[config.mk]
export PLATFORM = sky130hd
export DESIGN_NAME = utf8_to_utf16_transcoder
export DESIGN_NICKNAME = d
export VERILOG_FILES = /design/src/design/u8u16_pkg.sv /design/src/design/u8u16_front.sv /design/src/design/u8u16_queue.sv /design/src/design/u8u16_back.sv /design/src/design/utf8_to_utf16_transcoder.sv
export SDC_FILE = /design/constraint.sdc
export NUM_CORES = 1
export LEC_CHECK = 0
export BUFFER_PORTS_ARGS = -buffer_cell sky130_fd_sc_hd__buf_4
export CORE_MARGIN = 1.5
export CORE_UTILIZATION = 50
export DETAILED_ROUTE_END_ITERATION = 7
export HOLD_SLACK_MARGIN = 0.06
export PLACE_DENSITY_LB_ADDON = 0.08
export REMOVE_ABC_BUFFERS = 1
export SYNTH_ARGS = -nofsm -noshare
export SYNTH_HDL_FRONTEND = slang
export SYNTH_SLANG_ARGS = --single-unit
[constraint.sdc]
create_clock -name clk -period 5.2 [get_ports clk]
set_input_delay 1.04 -clock clk [delete_from_list [all_inputs] [get_ports clk]]
set_output_delay 1.04 -clock clk [all_outputs]
set_load 0.02 [all_outputs]
[src/design/u8u16_pkg.sv]
`timescale 1ns / 1ps

package u8u16_pkg;

    // Code points and unit values
    localparam logic [15:0] UNIT_REPL      = 16'hFFFD;
    localparam logic [15:0] HIGH_SURR_BASE = 16'hD800;
    localparam logic [15:0] LOW_SURR_BASE  = 16'hDC00;
    localparam logic [20:0] CP_MIN_2       = 21'h000080;
    localparam logic [20:0] CP_MIN_3       = 21'h000800;
    localparam logic [20:0] CP_MIN_4       = 21'h010000;
    localparam logic [20:0] CP_MAX         = 21'h10FFFF;
    localparam logic [20:0] CP_SURR_LO     = 21'h00D800;
    localparam logic [20:0] CP_SURR_HI     = 21'h00DFFF;

    // Byte class boundaries
    localparam logic [7:0] BYTE_CONT_LO  = 8'h80;
    localparam logic [7:0] BYTE_LEAD2_LO = 8'hC0;
    localparam logic [7:0] BYTE_LEAD3_LO = 8'hE0;
    localparam logic [7:0] BYTE_LEAD4_LO = 8'hF0;
    localparam logic [7:0] BYTE_BAD_LO   = 8'hF8;

    // Sequence lengths held in the decoder state
    localparam logic [2:0] SEQ_NONE = 3'd0;
    localparam logic [2:0] SEQ_LEN2 = 3'd2;
    localparam logic [2:0] SEQ_LEN3 = 3'd3;
    localparam logic [2:0] SEQ_LEN4 = 3'd4;

    // Job queue between decoder and unit sequencer
    localparam int QUEUE_DEPTH = 4;
    localparam int QPTR_W      = $clog2(QUEUE_DEPTH);
    localparam int QCNT_W      = QPTR_W + 1;

    typedef struct packed {
        logic [7:0] in_byte;
        logic       end_of_text;
    } byte_item_t;

    typedef struct packed {
        logic [15:0] code_unit;
        logic        is_replacement;
        logic        last_of_run;
    } unit_item_t;

    // One job: replacement units first, then up to two valid units
    typedef struct packed {
        logic [2:0]  repl_count;
        logic [1:0]  tail_count;
        logic [15:0] unit0;
        logic [15:0] unit1;
    } job_t;

    typedef struct packed {
        logic push;
        job_t job;
    } q_wr_t;

    typedef struct packed {
        logic valid;
        job_t job;
    } q_head_t;

endpackage

[src/design/u8u16_front.sv]
`timescale 1ns / 1ps

module u8u16_front (
    input  logic                 clk,
    input  logic                 rst_n,
    input  logic                 byte_valid,
    output logic                 byte_ready,
    input  u8u16_pkg::byte_item_t byte_data,
    input  logic                 q_full,
    output u8u16_pkg::q_wr_t     q_wr
);
    import u8u16_pkg::*;

    logic [2:0]  seq_len_reg, seq_len_next;
    logic [1:0]  pend_cnt_reg, pend_cnt_next;
    logic [14:0] gathered_bits_reg, gathered_bits_next;

    logic [7:0]  b;
    logic        eot;
    logic        accept;
    logic        is_cont;
    logic        fresh;
    logic        seq_ok;
    logic [20:0] cp;
    logic [20:0] cp_off;
    logic [2:0]  repl;
    logic [1:0]  tail;
    logic [15:0] u0;
    logic [15:0] u1;

    assign b          = byte_data.in_byte;
    assign eot        = byte_data.end_of_text;
    assign byte_ready = !q_full;
    assign accept     = byte_valid && byte_ready;
    assign is_cont    = (b[7:6] == 2'b10);
    assign cp         = {gathered_bits_reg, b[5:0]};
    assign cp_off     = cp - CP_MIN_4;

    always_comb
    begin
        unique case (seq_len_reg)
            SEQ_LEN2: seq_ok = (cp >= CP_MIN_2);
            SEQ_LEN3: seq_ok = (cp >= CP_MIN_3) && !((cp >= CP_SURR_LO) && (cp <= CP_SURR_HI));
            default:  seq_ok = (cp >= CP_MIN_4) && (cp <= CP_MAX);
        endcase
    end

    always_comb
    begin
        seq_len_next       = seq_len_reg;
        pend_cnt_next      = pend_cnt_reg;
        gathered_bits_next = gathered_bits_reg;
        repl               = 3'd0;
        tail               = 2'd0;
        u0                 = {8'h00, b};
        u1                 = 16'h0000;
        fresh              = 1'b0;

        if (seq_len_reg == SEQ_NONE)
        begin
            fresh = 1'b1;
        end
        else if (is_cont)
        begin
            if (({1'b0, pend_cnt_reg} + 3'd2) >= seq_len_reg)
            begin
                // sequence complete: emit it or replace every byte
                seq_len_next       = SEQ_NONE;
                pend_cnt_next      = 2'd0;
                gathered_bits_next = '0;
                if (!seq_ok)
                begin
                    repl = seq_len_reg;
                end
                else if (cp >= CP_MIN_4)
                begin
                    tail = 2'd2;
                    u0   = HIGH_SURR_BASE + {6'd0, cp_off[19:10]};
                    u1   = LOW_SURR_BASE + {6'd0, cp_off[9:0]};
                end
                else
                begin
                    tail = 2'd1;
                    u0   = cp[15:0];
                end
            end
            else if (eot)
            begin
                seq_len_next       = SEQ_NONE;
                pend_cnt_next      = 2'd0;
                gathered_bits_next = '0;
                repl               = {1'b0, pend_cnt_reg} + 3'd2;
            end
            else
            begin
                pend_cnt_next      = pend_cnt_reg + 2'd1;
                gathered_bits_next = cp[14:0];
            end
        end
        else
        begin
            // interrupted: replace collected bytes, then decode this one fresh
            seq_len_next       = SEQ_NONE;
            pend_cnt_next      = 2'd0;
            gathered_bits_next = '0;
            repl               = {1'b0, pend_cnt_reg} + 3'd1;
            fresh              = 1'b1;
        end

        if (fresh)
        begin
            priority if (b < BYTE_CONT_LO)
            begin
                tail = 2'd1;
                u0   = {8'h00, b};
            end
            else if ((b < BYTE_LEAD2_LO) || (b >= BYTE_BAD_LO) || eot)
            begin
                repl = repl + 3'd1;
            end
            else if (b < BYTE_LEAD3_LO)
            begin
                seq_len_next       = SEQ_LEN2;
                pend_cnt_next      = 2'd0;
                gathered_bits_next = {10'd0, b[4:0]};
            end
            else if (b < BYTE_LEAD4_LO)
            begin
                seq_len_next       = SEQ_LEN3;
                pend_cnt_next      = 2'd0;
                gathered_bits_next = {11'd0, b[3:0]};
            end
            else
            begin
                seq_len_next       = SEQ_LEN4;
                pend_cnt_next      = 2'd0;
                gathered_bits_next = {12'd0, b[2:0]};
            end
        end
    end

    assign q_wr.push           = accept && ((repl != 3'd0) || (tail != 2'd0));
    assign q_wr.job.repl_count = repl;
    assign q_wr.job.tail_count = tail;
    assign q_wr.job.unit0      = u0;
    assign q_wr.job.unit1      = u1;

    always_ff @(posedge clk or negedge rst_n)
    begin
        if (!rst_n)
        begin
            seq_len_reg       <= SEQ_NONE;
            pend_cnt_reg      <= 2'd0;
            gathered_bits_reg <= '0;
        end
        else if (accept)
        begin
            seq_len_reg       <= seq_len_next;
            pend_cnt_reg      <= pend_cnt_next;
            gathered_bits_reg <= gathered_bits_next;
        end
    end

endmodule

[src/design/u8u16_queue.sv]
`timescale 1ns / 1ps

module u8u16_queue (
    input  logic               clk,
    input  logic               rst_n,
    input  u8u16_pkg::q_wr_t   q_wr,
    output logic               q_full,
    input  logic               q_pop,
    output u8u16_pkg::q_head_t q_head
);
    import u8u16_pkg::*;

    job_t              entries_reg [QUEUE_DEPTH];
    logic [QPTR_W-1:0] wr_ptr_reg;
    logic [QPTR_W-1:0] rd_ptr_reg;
    logic [QCNT_W-1:0] count_reg, count_next;

    assign q_full       = (count_reg == QCNT_W'(QUEUE_DEPTH));
    assign q_head.valid = (count_reg != '0);
    assign q_head.job   = entries_reg[rd_ptr_reg];

    always_comb
    begin
        count_next = count_reg;
        if (q_wr.push && !q_pop)
            count_next = count_reg + QCNT_W'(1);
        else if (!q_wr.push && q_pop)
            count_next = count_reg - QCNT_W'(1);
    end

    always_ff @(posedge clk or negedge rst_n)
    begin
        if (!rst_n)
        begin
            wr_ptr_reg <= '0;
            rd_ptr_reg <= '0;
            count_reg  <= '0;
        end
        else
        begin
            if (q_wr.push)
                wr_ptr_reg <= wr_ptr_reg + QPTR_W'(1);
            if (q_pop)
                rd_ptr_reg <= rd_ptr_reg + QPTR_W'(1);
            count_reg <= count_next;
        end
    end

    always_ff @(posedge clk)
    begin
        if (q_wr.push)
            entries_reg[wr_ptr_reg] <= q_wr.job;
    end

endmodule

[src/design/u8u16_back.sv]
`timescale 1ns / 1ps

module u8u16_back (
    input  logic                  clk,
    input  logic                  rst_n,
    input  u8u16_pkg::q_head_t    q_head,
    output logic                  q_pop,
    output logic                  unit_valid,
    input  logic                  unit_ready,
    output u8u16_pkg::unit_item_t unit_data
);
    import u8u16_pkg::*;

    logic [1:0]  idx_reg, idx_next;
    logic        unit_valid_reg;
    unit_item_t  unit_data_reg, unit_data_next;

    logic        emit;
    logic [2:0]  idx_ext;
    logic [2:0]  total;
    logic [2:0]  tail_pos;
    logic        last;

    assign emit     = q_head.valid && (!unit_valid_reg || unit_ready);
    assign idx_ext  = {1'b0, idx_reg};
    assign total    = q_head.job.repl_count + {1'b0, q_head.job.tail_count};
    assign last     = (idx_ext == (total - 3'd1));
    assign tail_pos = idx_ext - q_head.job.repl_count;
    assign q_pop    = emit && last;
    assign idx_next = last ? 2'd0 : (idx_reg + 2'd1);

    always_comb
    begin
        unit_data_next.last_of_run = last;
        if (idx_ext < q_head.job.repl_count)
        begin
            unit_data_next.code_unit      = UNIT_REPL;
            unit_data_next.is_replacement = 1'b1;
        end
        else
        begin
            unit_data_next.code_unit      = tail_pos[0] ? q_head.job.unit1 : q_head.job.unit0;
            unit_data_next.is_replacement = 1'b0;
        end
    end

    always_ff @(posedge clk or negedge rst_n)
    begin
        if (!rst_n)
        begin
            idx_reg        <= 2'd0;
            unit_valid_reg <= 1'b0;
        end
        else
        begin
            if (emit)
            begin
                idx_reg        <= idx_next;
                unit_valid_reg <= 1'b1;
            end
            else if (unit_ready)
            begin
                unit_valid_reg <= 1'b0;
            end
        end
    end

    always_ff @(posedge clk)
    begin
        if (emit)
            unit_data_reg <= unit_data_next;
    end

    assign unit_valid = unit_valid_reg;
    assign unit_data  = unit_data_reg;

endmodule

[src/design/utf8_to_utf16_transcoder.sv]
`timescale 1ns / 1ps

// Channel   Direction  Handshake               Payload
// byte      in         byte_valid/byte_ready   byte_data: in_byte, end_of_text
// unit      out        unit_valid/unit_ready   unit_data: code_unit, is_replacement,
//                                                         last_of_run
//
// One byte is taken per cycle while the job queue has room; one code unit
// leaves per cycle from the output register while unit_ready is high, so
// the unit port sets the rate. A byte that yields n units (n up to four)
// occupies the output for n transfers. The first unit of a byte passes
// through the job queue and then the output register before it is presented.
// Reset clears the decoder state, queue pointers and output valid.
// Stalls on the unit side fill the four-entry queue and then drop byte_ready.

module utf8_to_utf16_transcoder (
    input  logic                  clk,
    input  logic                  rst_n,
    input  logic                  byte_valid,
    output logic                  byte_ready,
    input  u8u16_pkg::byte_item_t byte_data,
    output logic                  unit_valid,
    input  logic                  unit_ready,
    output u8u16_pkg::unit_item_t unit_data
);
    import u8u16_pkg::*;

    q_wr_t   q_wr;
    q_head_t q_head;
    logic    q_full;
    logic    q_pop;

    // Decode each byte; a byte that yields units becomes a job: replacement count plus valid units
    u8u16_front u_front (
        .clk        (clk),
        .rst_n      (rst_n),
        .byte_valid (byte_valid),
        .byte_ready (byte_ready),
        .byte_data  (byte_data),
        .q_full     (q_full),
        .q_wr       (q_wr)
    );

    // Hold jobs so the decoder keeps going while replacement bursts drain
    u8u16_queue u_queue (
        .clk    (clk),
        .rst_n  (rst_n),
        .q_wr   (q_wr),
        .q_full (q_full),
        .q_pop  (q_pop),
        .q_head (q_head)
    );

    // Step through each job one unit per transfer
    u8u16_back u_back (
        .clk        (clk),
        .rst_n      (rst_n),
        .q_head     (q_head),
        .q_pop      (q_pop),
        .unit_valid (unit_valid),
        .unit_ready (unit_ready),
        .unit_data  (unit_data)
    );

endmodule

==> results of run 1 <==
[cell type report]
type	count	area (µm²)	area share, %
Multi-Input combinational cell	281	2407	27.68
Timing Repair Buffer	39	292.8	3.366
Sequential cell	176	5136	59.05
Clock inverter	15	118.9	1.367
Tap cell	188	235.2	2.704
Clock buffer	17	425.4	4.891
Inverter	22	82.58	0.9494
[power groups by stage]
stage	clock network [mW]	registers, mW	logic, mW
after floorplan	0	2.15	0.936
after global placement	0	2.09	1.50
after detailed placement	0	2.11	1.52
after CTS	1.19	2.08	1.53
after global routing	1.26	2.11	1.66
final	1.17	2.07	1.49
[worst register-to-register path: cells and delay by family (launching register included)]
family | cells | cell delay [ps]
AOI/OAI and AO/OA | 5 | 1460
and+or+nand+nor | 3 | 1090
adders and majority gates | 3 | 950
DFF | 1 | 490
muxes | 1 | 260
buffers and inverters | 1 | 70
[how the worst max path moves through the flow]
stage | slack, ps | from | to
floorplan | 600 | byte_data[3] | u_queue.count_reg[1]
global placement | 290 | byte_data[1] | u_queue.count_reg[1]
detailed placement | 200 | byte_data[1] | u_queue.entries_reg[1][0]
CTS | 650 | byte_data[1] | u_queue.entries_reg[1][5]
global route | 460 | byte_data[6] | u_queue.entries_reg[1][22]
finish | 640 | byte_data[1] | u_queue.count_reg[1]
[kinds of logic after synthesis]
kind of cell,share of synthesized area (%)
compound gates,6.352
mux,10.97
xor+xnor,1.474
flops,66.49
fa+ha+maj,3.014
simple gates,9.251
buf+inv,2.447
[synthesized netlist by cell type, drive strengths merged (4+ instances only)]
library cell / count / area [µm²]
a21oi: 12 / 60.06
a22o: 14 / 125.1
and2: 8 / 55.05
and3: 15 / 97.59
buf: 5 / 30.03
clkbuf: 20 / 76.32
dfrtp: 30 / 750.7
edfxtp: 146 / 4384
ha: 17 / 212.7
inv: 22 / 82.58
mux2: 10 / 116.4
mux4: 32 / 720.7
nand2: 54 / 202.7
nand3: 16 / 80.08
nand4: 8 / 50.05
nor2: 18 / 70.07
nor3: 5 / 25.02
nor4: 5 / 31.28
o21a: 5 / 37.54
o21ai: 12 / 60.06
o31ai: 5 / 42.54
or4: 4 / 37.53
xnor2: 9 / 78.83
xor2: 4 / 35.03
[per-layer routing]
| metal | up-vias | global-route usage (%) | part of all wire (%) |
|---|---|---|---|
| met4 | 0 | 8.690 | 2.8 |
| met5 | - | 0 | 0 |
| met3 | 29 | 4.648 | 4.3 |
| li1 | 2007 | - | - |
| met2 | 123 | 33.64 | 48 |
| met1 | 2212 | 29.69 | 45 |
[stage by stage]
| step | total power [mW] | cells |
|---|---|---|
| after global routing | 5.024 | 738 |
| after floorplan | 3.090 | 479 |
| final | 4.731 | 738 |
| after global placement | 3.595 | 706 |
| after detailed placement | 3.631 | 706 |
| after CTS | 4.803 | 738 |
==> out/results.tsv, run 1 <==
metric	value	unit
Worst-Skew Late Latency	420	ps
part of the power in registers	43.8	%
Min Hold Slack	501.6	ps
post_cts resized	0	
number of setup violations in the final report	0	
PwrDens	543.9	mW/mm²
ANT nets after route	0	
area grow syn2layout	12.64	%
worst reg-to-reg path cell count	13	
cell count along the critical path	15	
drt drc	0	
Yosys warnings	0	
most frequent cells in the layout	146 x edfxtp_1, 54 x nand2_1, 39 x buf_4	
status	completed	
CTS max path bufs	2	
vias in the first global route	4542	
Layout Skew	8.266	ps
WP buf/inv	2	
startpoint types	input pin	
fill count	1181	
final instance area	0.008698	mm²
Vias	4371	
Starting Density	50.99	%
switch share	32.86	%
Die Area	0.01620	mm²
final hold vios	0	
RR Startpoint	u_front.gathered_bits_reg[7]	
drt first pass iters	5	
Max-cap violations	0	
period utilisation layout	87.69	%
setup_tns	0	ps
final wirelength	16160	µm
CP delay by family, top	compound AO/OA/AOI/OAI gates	
Gate power share	31.5	%
critical-path cell list	buf_4, nor4_1, nand3_1, o31a_1, a311o_1, and3_2, a32o_1, ha_1, nor3_1, a2bb2oi_2, o41a_4, ha_1, inv_1, fa_1, mux2_2	
CP peak stage delay	400	ps
first-pass GRT wire length	25580	µm
DPL Wire Length	10240	µm
CP max-delay cell	o41a_4	
fin nets	568	
share of layout cells above drive strength 1	23.82	%
ant diodes	0	
Tot GR Track Use	21.52	%
Post-synth EDFFs	146	
Final Max Slew Viols	0	
Hold Crit Class	reg -> reg	
Die Y	127.3	µm
core area	0.01515	mm²
reg2reg end	u_queue.count_reg[1]	
Peak VDD IR	295.3	µV
pre-CTS setup slack	203.6	ps
Clock Power Share	24.7	%
placed instance area	0.008154	mm²
post-layout util	57.43	%
Primary FF master, synth	edfxtp_1	
synth unique cells	56	
Iter 0 DRT Violations	346	
Cell Rows	45	
Setup Buffers After CTS	0	
Hold Buf Count CTS	0	
hold path start	u_queue.count_reg[2]	
commonest non-fill, non-tap cell in the layout	edfxtp_1	
Fmax achieved	219.3	MHz
crit path kind	in -> reg	
static leakage	3.183	nW
#FFs+latches synth	176	
syn avg cell area	15.32	µm²
Num CTS Buffers	17	
grt total ovfl	0	
Worst setup EP type	register	
Port Buf Inserts	32	
measured slew at the worst slew-check pin	1008	ps
wire per inst	21.90	µm
root buffer selected by CTS	clkbuf_16	
crit-path max FO	7	
CP most frequent cell	ha_1	
slew margin rel.	32.78	%
area of the mapped netlist	0.007722	mm²
sw power	1.555	mW
Clock Sinks	176	
Worst-path clk slew	70	ps
min Tclk post-route	4560	ps
largest net degree at the start of global routing	33	
Vias per Instance	5.923	
internal power	3.176	mW
Async SR Flop Fraction	17.05	%
die width	127.3	µm
Placer Congestion	0.9027	
unrepaired setup endpoints after global routing	no	
max FFs per register	128	
CP Data Arrival Time	4870	ps
initial antenna violation count	1	
CP required	5510	ps
sequential share of the synthesized area	66.49	%
CTS tree	done	
Max H-tree Level	4	
Hold EP	u_queue.count_reg[2]	
WHS Path Cells	1	
r2r setup slk	750	ps
cell count after synthesis	504	
num ports	33	
crit path setup slack, layout	640.2	ps
Note: power is estimated with default switching activity, not from simulation.
==> run 2: changes to the inputs <==
--- a/config.mk
+++ b/config.mk
@@ -5,12 +5,13 @@
 export SDC_FILE = /design/constraint.sdc
 export NUM_CORES = 1
 export LEC_CHECK = 0
+export ABC_CLOCK_PERIOD_IN_PS = 5200
 export BUFFER_PORTS_ARGS = -buffer_cell sky130_fd_sc_hd__buf_4
 export CORE_MARGIN = 1.5
 export CORE_UTILIZATION = 50
 export DETAILED_ROUTE_END_ITERATION = 7
 export HOLD_SLACK_MARGIN = 0.06
-export PLACE_DENSITY_LB_ADDON = 0.08
+export PLACE_DENSITY = 0.68
 export REMOVE_ABC_BUFFERS = 1
 export SYNTH_ARGS = -nofsm -noshare
 export SYNTH_HDL_FRONTEND = slang
==> out/results.tsv, run 2 (synthesis results as in run 1) <==
metric	value	unit	change
status	completed		
Cell Rows	45		unchanged
Peak VDD IR	240.7	µV	-18%
ANT nets after route	0		unchanged
initial antenna violation count	0		-1
Placer Congestion	0.8663		-4.0%
DPL Wire Length	10100	µm	-1.4%
CTS tree	done		
min Tclk post-route	4719	ps	+159.4 ps
Max-cap violations	0		unchanged
placed insts	706		unchanged
CTS max path bufs	2		unchanged
final hold vios	0		unchanged
Tot GR Track Use	21.43	%	-0.089 points
static leakage	3.164	nW	-0.62%
Vias per Instance	6.066		+2.4%
post_cts resized	0		unchanged
PwrDens	542.3	mW/mm²	-0.30%
unrepaired setup endpoints after global routing	no		
area grow syn2layout	12.33	%	
Starting Density	50.99	%	unchanged
Max H-tree Level	4		unchanged
startpoint types	input pin		
sw power	1.566	mW	+0.74%
root buffer selected by CTS	clkbuf_16		
slew margin rel.	35.54	%	+2.8 points
first-pass GRT wire length	25530	µm	-0.19%
switch share	33.30	%	+0.43 points
Fmax achieved	211.9	MHz	-3.4%
Iter 0 DRT Violations	355		+2.6%
number of setup violations in the final report	0		unchanged
Clock Sinks	176		unchanged
max FFs per register	128		unchanged
Die Y	127.3	µm	unchanged
share of layout cells above drive strength 1	24.00	%	+0.18 points
drt drc	0		unchanged
Worst setup EP type	register		
Port Buf Inserts	32		unchanged
CP required	5510	ps	about the same
crit path kind	in -> reg		
Min Hold Slack	506.5	ps	+4.929 ps
Worst-path clk slew	60	ps	about the same
Worst-Skew Late Latency	420	ps	about the same
Clock Power Share	23.8	%	-0.9 points
drt first pass iters	5		unchanged
fin nets	568		unchanged
period utilisation layout	90.75	%	+3.1 points
measured slew at the worst slew-check pin	963.3	ps	-45.07 ps
fin cells	738		unchanged
largest net degree at the start of global routing	33		unchanged
num ports	33		unchanged
grt total ovfl	0		unchanged
fill count	1172		-0.76%
CP Data Arrival Time	5030	ps	+160 ps
die width	127.3	µm	unchanged
post-layout util	57.27	%	-0.16 points
most frequent cells in the layout	146 x edfxtp_1, 54 x nand2_1, 39 x buf_4		
wire per inst	21.77	µm	-0.61%
final wirelength	16060	µm	-0.61%
Hold Buf Count CTS	0		unchanged
Setup Buffers After CTS	0		unchanged
Die Area	0.01620	mm²	unchanged
Hold Crit Class	reg -> reg		
ant diodes	0		unchanged
Num CTS Buffers	17		unchanged
part of the power in registers	43.1	%	-0.7 points
setup_tns	0	ps	unchanged
core area	0.01515	mm²	unchanged
crit-path max FO	7		unchanged
internal power	3.138	mW	-1.2%
vias in the first global route	4603		+1.3%
Gate power share	33.1	%	+1.6 points
Vias	4477		+2.4%
Layout Skew	11.82	ps	+3.553 ps
Final Max Slew Viols	0		unchanged
commonest non-fill, non-tap cell in the layout	edfxtp_1		
[run 2: changes by cell type in the layout (fill, tap and decap cells not counted)]
| cell | delta |
|---|---|
| bufinv_16 | -1 |
| clkinv_4 | -3 |
| inv_6 | +1 |
| clkinvlp_4 | +3 |
| clkinv_1 | -1 |
| clkinv_2 | +1 |
[run 2: cell type report]
cell class              count  area, µm²  area share, %
flip-flops and latches    176       5136          59.21
multi-input cells         281       2407          27.75
clock buffers              17      425.4          4.904
repair buffers             39      292.8          3.375
well taps                 188      235.2          2.712
clock inverters            15      95.09          1.096
inverters                  22      82.58         0.9520
[run 2: stage by stage]
stage	total power [mW]	area [µm²]	setup WS, ps
after floorplan	3.090	7616	599.1
after CTS	4.763	8675	496.7
after detailed placement	3.643	8154	63.72
after global placement	3.580	8154	179.7
after global routing	4.972	8675	260.6
final	4.704	8675	480.9
[run 2: power by group through the flow]
stage	clock [mW]	sequential, mW	combinational (mW)
2_1_floorplan	0	2.15	0.936
3_3_place_gp	0	2.04	1.54
3_5_place_dp	0	2.06	1.58
4_1_cts	1.14	2.03	1.59
5_1_grt	1.19	2.06	1.72
6_report	1.12	2.03	1.56
[run 2: final timing paths]
path,from,to,slack (ps),cells past startpoint
min in group asynchronous,rst_n,u_back.unit_valid,550,1
worst min register to register,u_queue.count_reg[2],u_queue.count_reg[2],510,1
worst max-delay path,byte_data[4],u_queue.count_reg[1],480,15
worst max register to register,u_front.gathered_bits_reg[5],u_queue.count_reg[1],630,14
worst min-delay path,u_queue.count_reg[2],u_queue.count_reg[2],510,1
max in group asynchronous,rst_n,u_queue.rd_ptr_reg[0],4340,1
[run 2: layer usage]
layer	routed length [µm]	GRT usage, %	share of wire [%]	vias to the layer above
met1	7450	29.81	46	2291
met4	478	9.158	3.0	0
met2	7584	33.80	47	132
li1	-	-	-	2017
met5	0	0	0	-
met3	549	3.601	3.4	37
[run 2: critical path: stages]
cell and delay, ps:
buf_4 140, nand3_1 180, nor4_1 450, nand4_1 170, a311o_1 450, and3_2 240
a32o_1 290, ha_1 320, nor3_1 260, a2bb2oi_2 90, o41a_4 410, ha_1 240
inv_1 80, fa_1 410, mux2_2 270
==> run 3: changes to the inputs <==
--- a/config.mk
+++ b/config.mk
@@ -12,7 +12,6 @@
 export DETAILED_ROUTE_END_ITERATION = 7
 export HOLD_SLACK_MARGIN = 0.06
 export PLACE_DENSITY = 0.68
-export REMOVE_ABC_BUFFERS = 1
 export SYNTH_ARGS = -nofsm -noshare
 export SYNTH_HDL_FRONTEND = slang
 export SYNTH_SLANG_ARGS = --single-unit
==> out/results.tsv, run 3 (synthesis results as in run 1) <==
metric	value	unit	change
status	completed		
Iter 0 DRT Violations	362		+2.0%
Setup Buffers After CTS	0		unchanged
final instance area	0.008751	mm²	+0.88%
grt total ovfl	0		unchanged
Layout Skew	8.690	ps	-3.129 ps
static leakage	3.210	nW	+1.5%
CTS max path bufs	2		unchanged
area grow syn2layout	13.32	%	
Fmax achieved	217.2	MHz	+2.5%
setup_tns	0	ps	unchanged
wire per inst	20.76	µm	-4.6%
commonest non-fill, non-tap cell in the layout	edfxtp_1		
Hold Buf Count CTS	0		unchanged
Placer Congestion	0.8713		+0.58%
M2 GR Usage	33.93	%	+0.13 points
Worst-path clk slew	60	ps	about the same
crit path kind	in -> reg		
Vias per Instance	6.011		-0.92%
final hold vios	0		unchanged
PwrDens	553.1	mW/mm²	+2.0%
max FFs per register	128		unchanged
Peak VDD IR	267.1	µV	+11%
Hold Crit Class	reg -> reg		
initial antenna violation count	0		unchanged
Worst-Skew Late Latency	420	ps	about the same
core area	0.01515	mm²	unchanged
placed instance area	0.008154	mm²	unchanged
Max-cap violations	0		unchanged
ANT nets after route	0		unchanged
period utilisation layout	88.54	%	-2.2 points
drt first pass iters	5		unchanged
vias in the first global route	4609		+0.13%
GRT met1 Usage	27.89	%	-1.9 points
critical-path cell list	buf_4, nand4_1, nor4_1, nand4_1, a311o_1, and3_2, a32o_1, ha_1, nor3_1, a2bb2oi_2, o41a_4, ha_1, inv_1, fa_1, mux2_2		
measured slew at the worst slew-check pin	1033	ps	+69.47 ps
Die Area	0.01620	mm²	unchanged
fin cells	736		-0.27%
number of setup violations in the final report	0		unchanged
Die Y	127.3	µm	unchanged
ant diodes	0		unchanged
CP required	5500	ps	about the same
CTS tree	done		
unrepaired setup endpoints after global routing	no		
CP Data Arrival Time	4910	ps	-120 ps
Clock Sinks	176		unchanged
final wirelength	15280	µm	-4.9%
GR peak layer	met2		
Mapped Nets	535		
Starting Density	50.99	%	unchanged
num ports	33		unchanged
CP peak stage delay	480	ps	+30 ps
root buffer selected by CTS	clkbuf_16		
largest net degree at the start of global routing	34		+3.0%
slew margin rel.	30.89	%	-4.6 points
Tot GR Track Use	20.50	%	-0.92 points
placed insts	706		unchanged
share of layout cells above drive strength 1	23.72	%	-0.28 points
Port Buf Inserts	32		unchanged
drt drc	0		unchanged
post-layout util	57.78	%	+0.50 points
first-pass GRT wire length	24890	µm	-2.5%
die width	127.3	µm	unchanged
CP max-delay cell	nor4_1		
Final Max Slew Viols	0		unchanged
Worst setup EP type	register		
min Tclk post-route	4604	ps	-114.9 ps
met3 Usage GRT	4.020	%	+0.42 points
Vias	4424		-1.2%
Cell Rows	45		unchanged
Max H-tree Level	4		unchanged
Num CTS Buffers	17		unchanged
most frequent cells in the layout	146 x edfxtp_1, 54 x nand2_1, 39 x buf_4		
DPL Wire Length	9940	µm	-1.6%
fin nets	568		unchanged
crit-path max FO	7		unchanged
startpoint types	input pin		
post_cts resized	0		unchanged
==> run 3: per-stage QoR <==
stage	hold WS (ps)	worst slack (ps)	power [mW]
global route	521.1	403.0	5.097
finish	511.3	595.8	4.840
global placement	478.0	269.3	3.545
CTS	514.4	587.1	4.894
detailed placement	504.2	147.2	3.599
floorplan	463.6	599.1	3.117
==> run 3: power breakdown <==
group	switching, mW	internal, mW	leakage, nW
sequential	0.158	1.87	1.75
clock	0.497	0.794	0.291
combinational	0.864	0.654	1.17
==> run 3: worst max-delay path, delay by kind of cell <==
kind / cells / cell delay [ps]
AOI/OAI and AO/OA: 4 / 1210
adders and majority gates: 3 / 970
muxes: 1 / 270
buffers and inverters: 2 / 180
and+or+nand+nor: 5 / 1220
==> run 3: layout make-up <==
type,count,area [µm²]
flip-flops and latches,176,5136
fillers,1155,6395
multi-input cells,281,2407
inverters,22,82.58
well taps,188,235.2
clock inverters,12,167.7
clock buffers,18,429.2
repair buffers,39,292.8
==> run 3: final timing paths <==
path                                                   start                     to  slack (ps)  depth (start not counted)
worst max-delay path                            byte_data[3]   u_queue.count_reg[1]         600                         15
worst min-delay path                    u_queue.count_reg[2]   u_queue.count_reg[2]         510                          1
worst max register to register  u_front.gathered_bits_reg[6]   u_queue.count_reg[1]         760                         13
max in group asynchronous                              rst_n  u_queue.rd_ptr_reg[0]        4320                          1
worst min register to register          u_queue.count_reg[2]   u_queue.count_reg[2]         510                          1
min in group asynchronous                              rst_n      u_back.idx_reg[1]         560                          1
==> run 3: per-layer routing <==
layer | vias up | share of wire [%]
met2 | 140 | 49
met4 | 0 | 1.1
met5 | - | 0
met3 | 12 | 5.6
met1 | 2263 | 44
li1 | 2009 | -
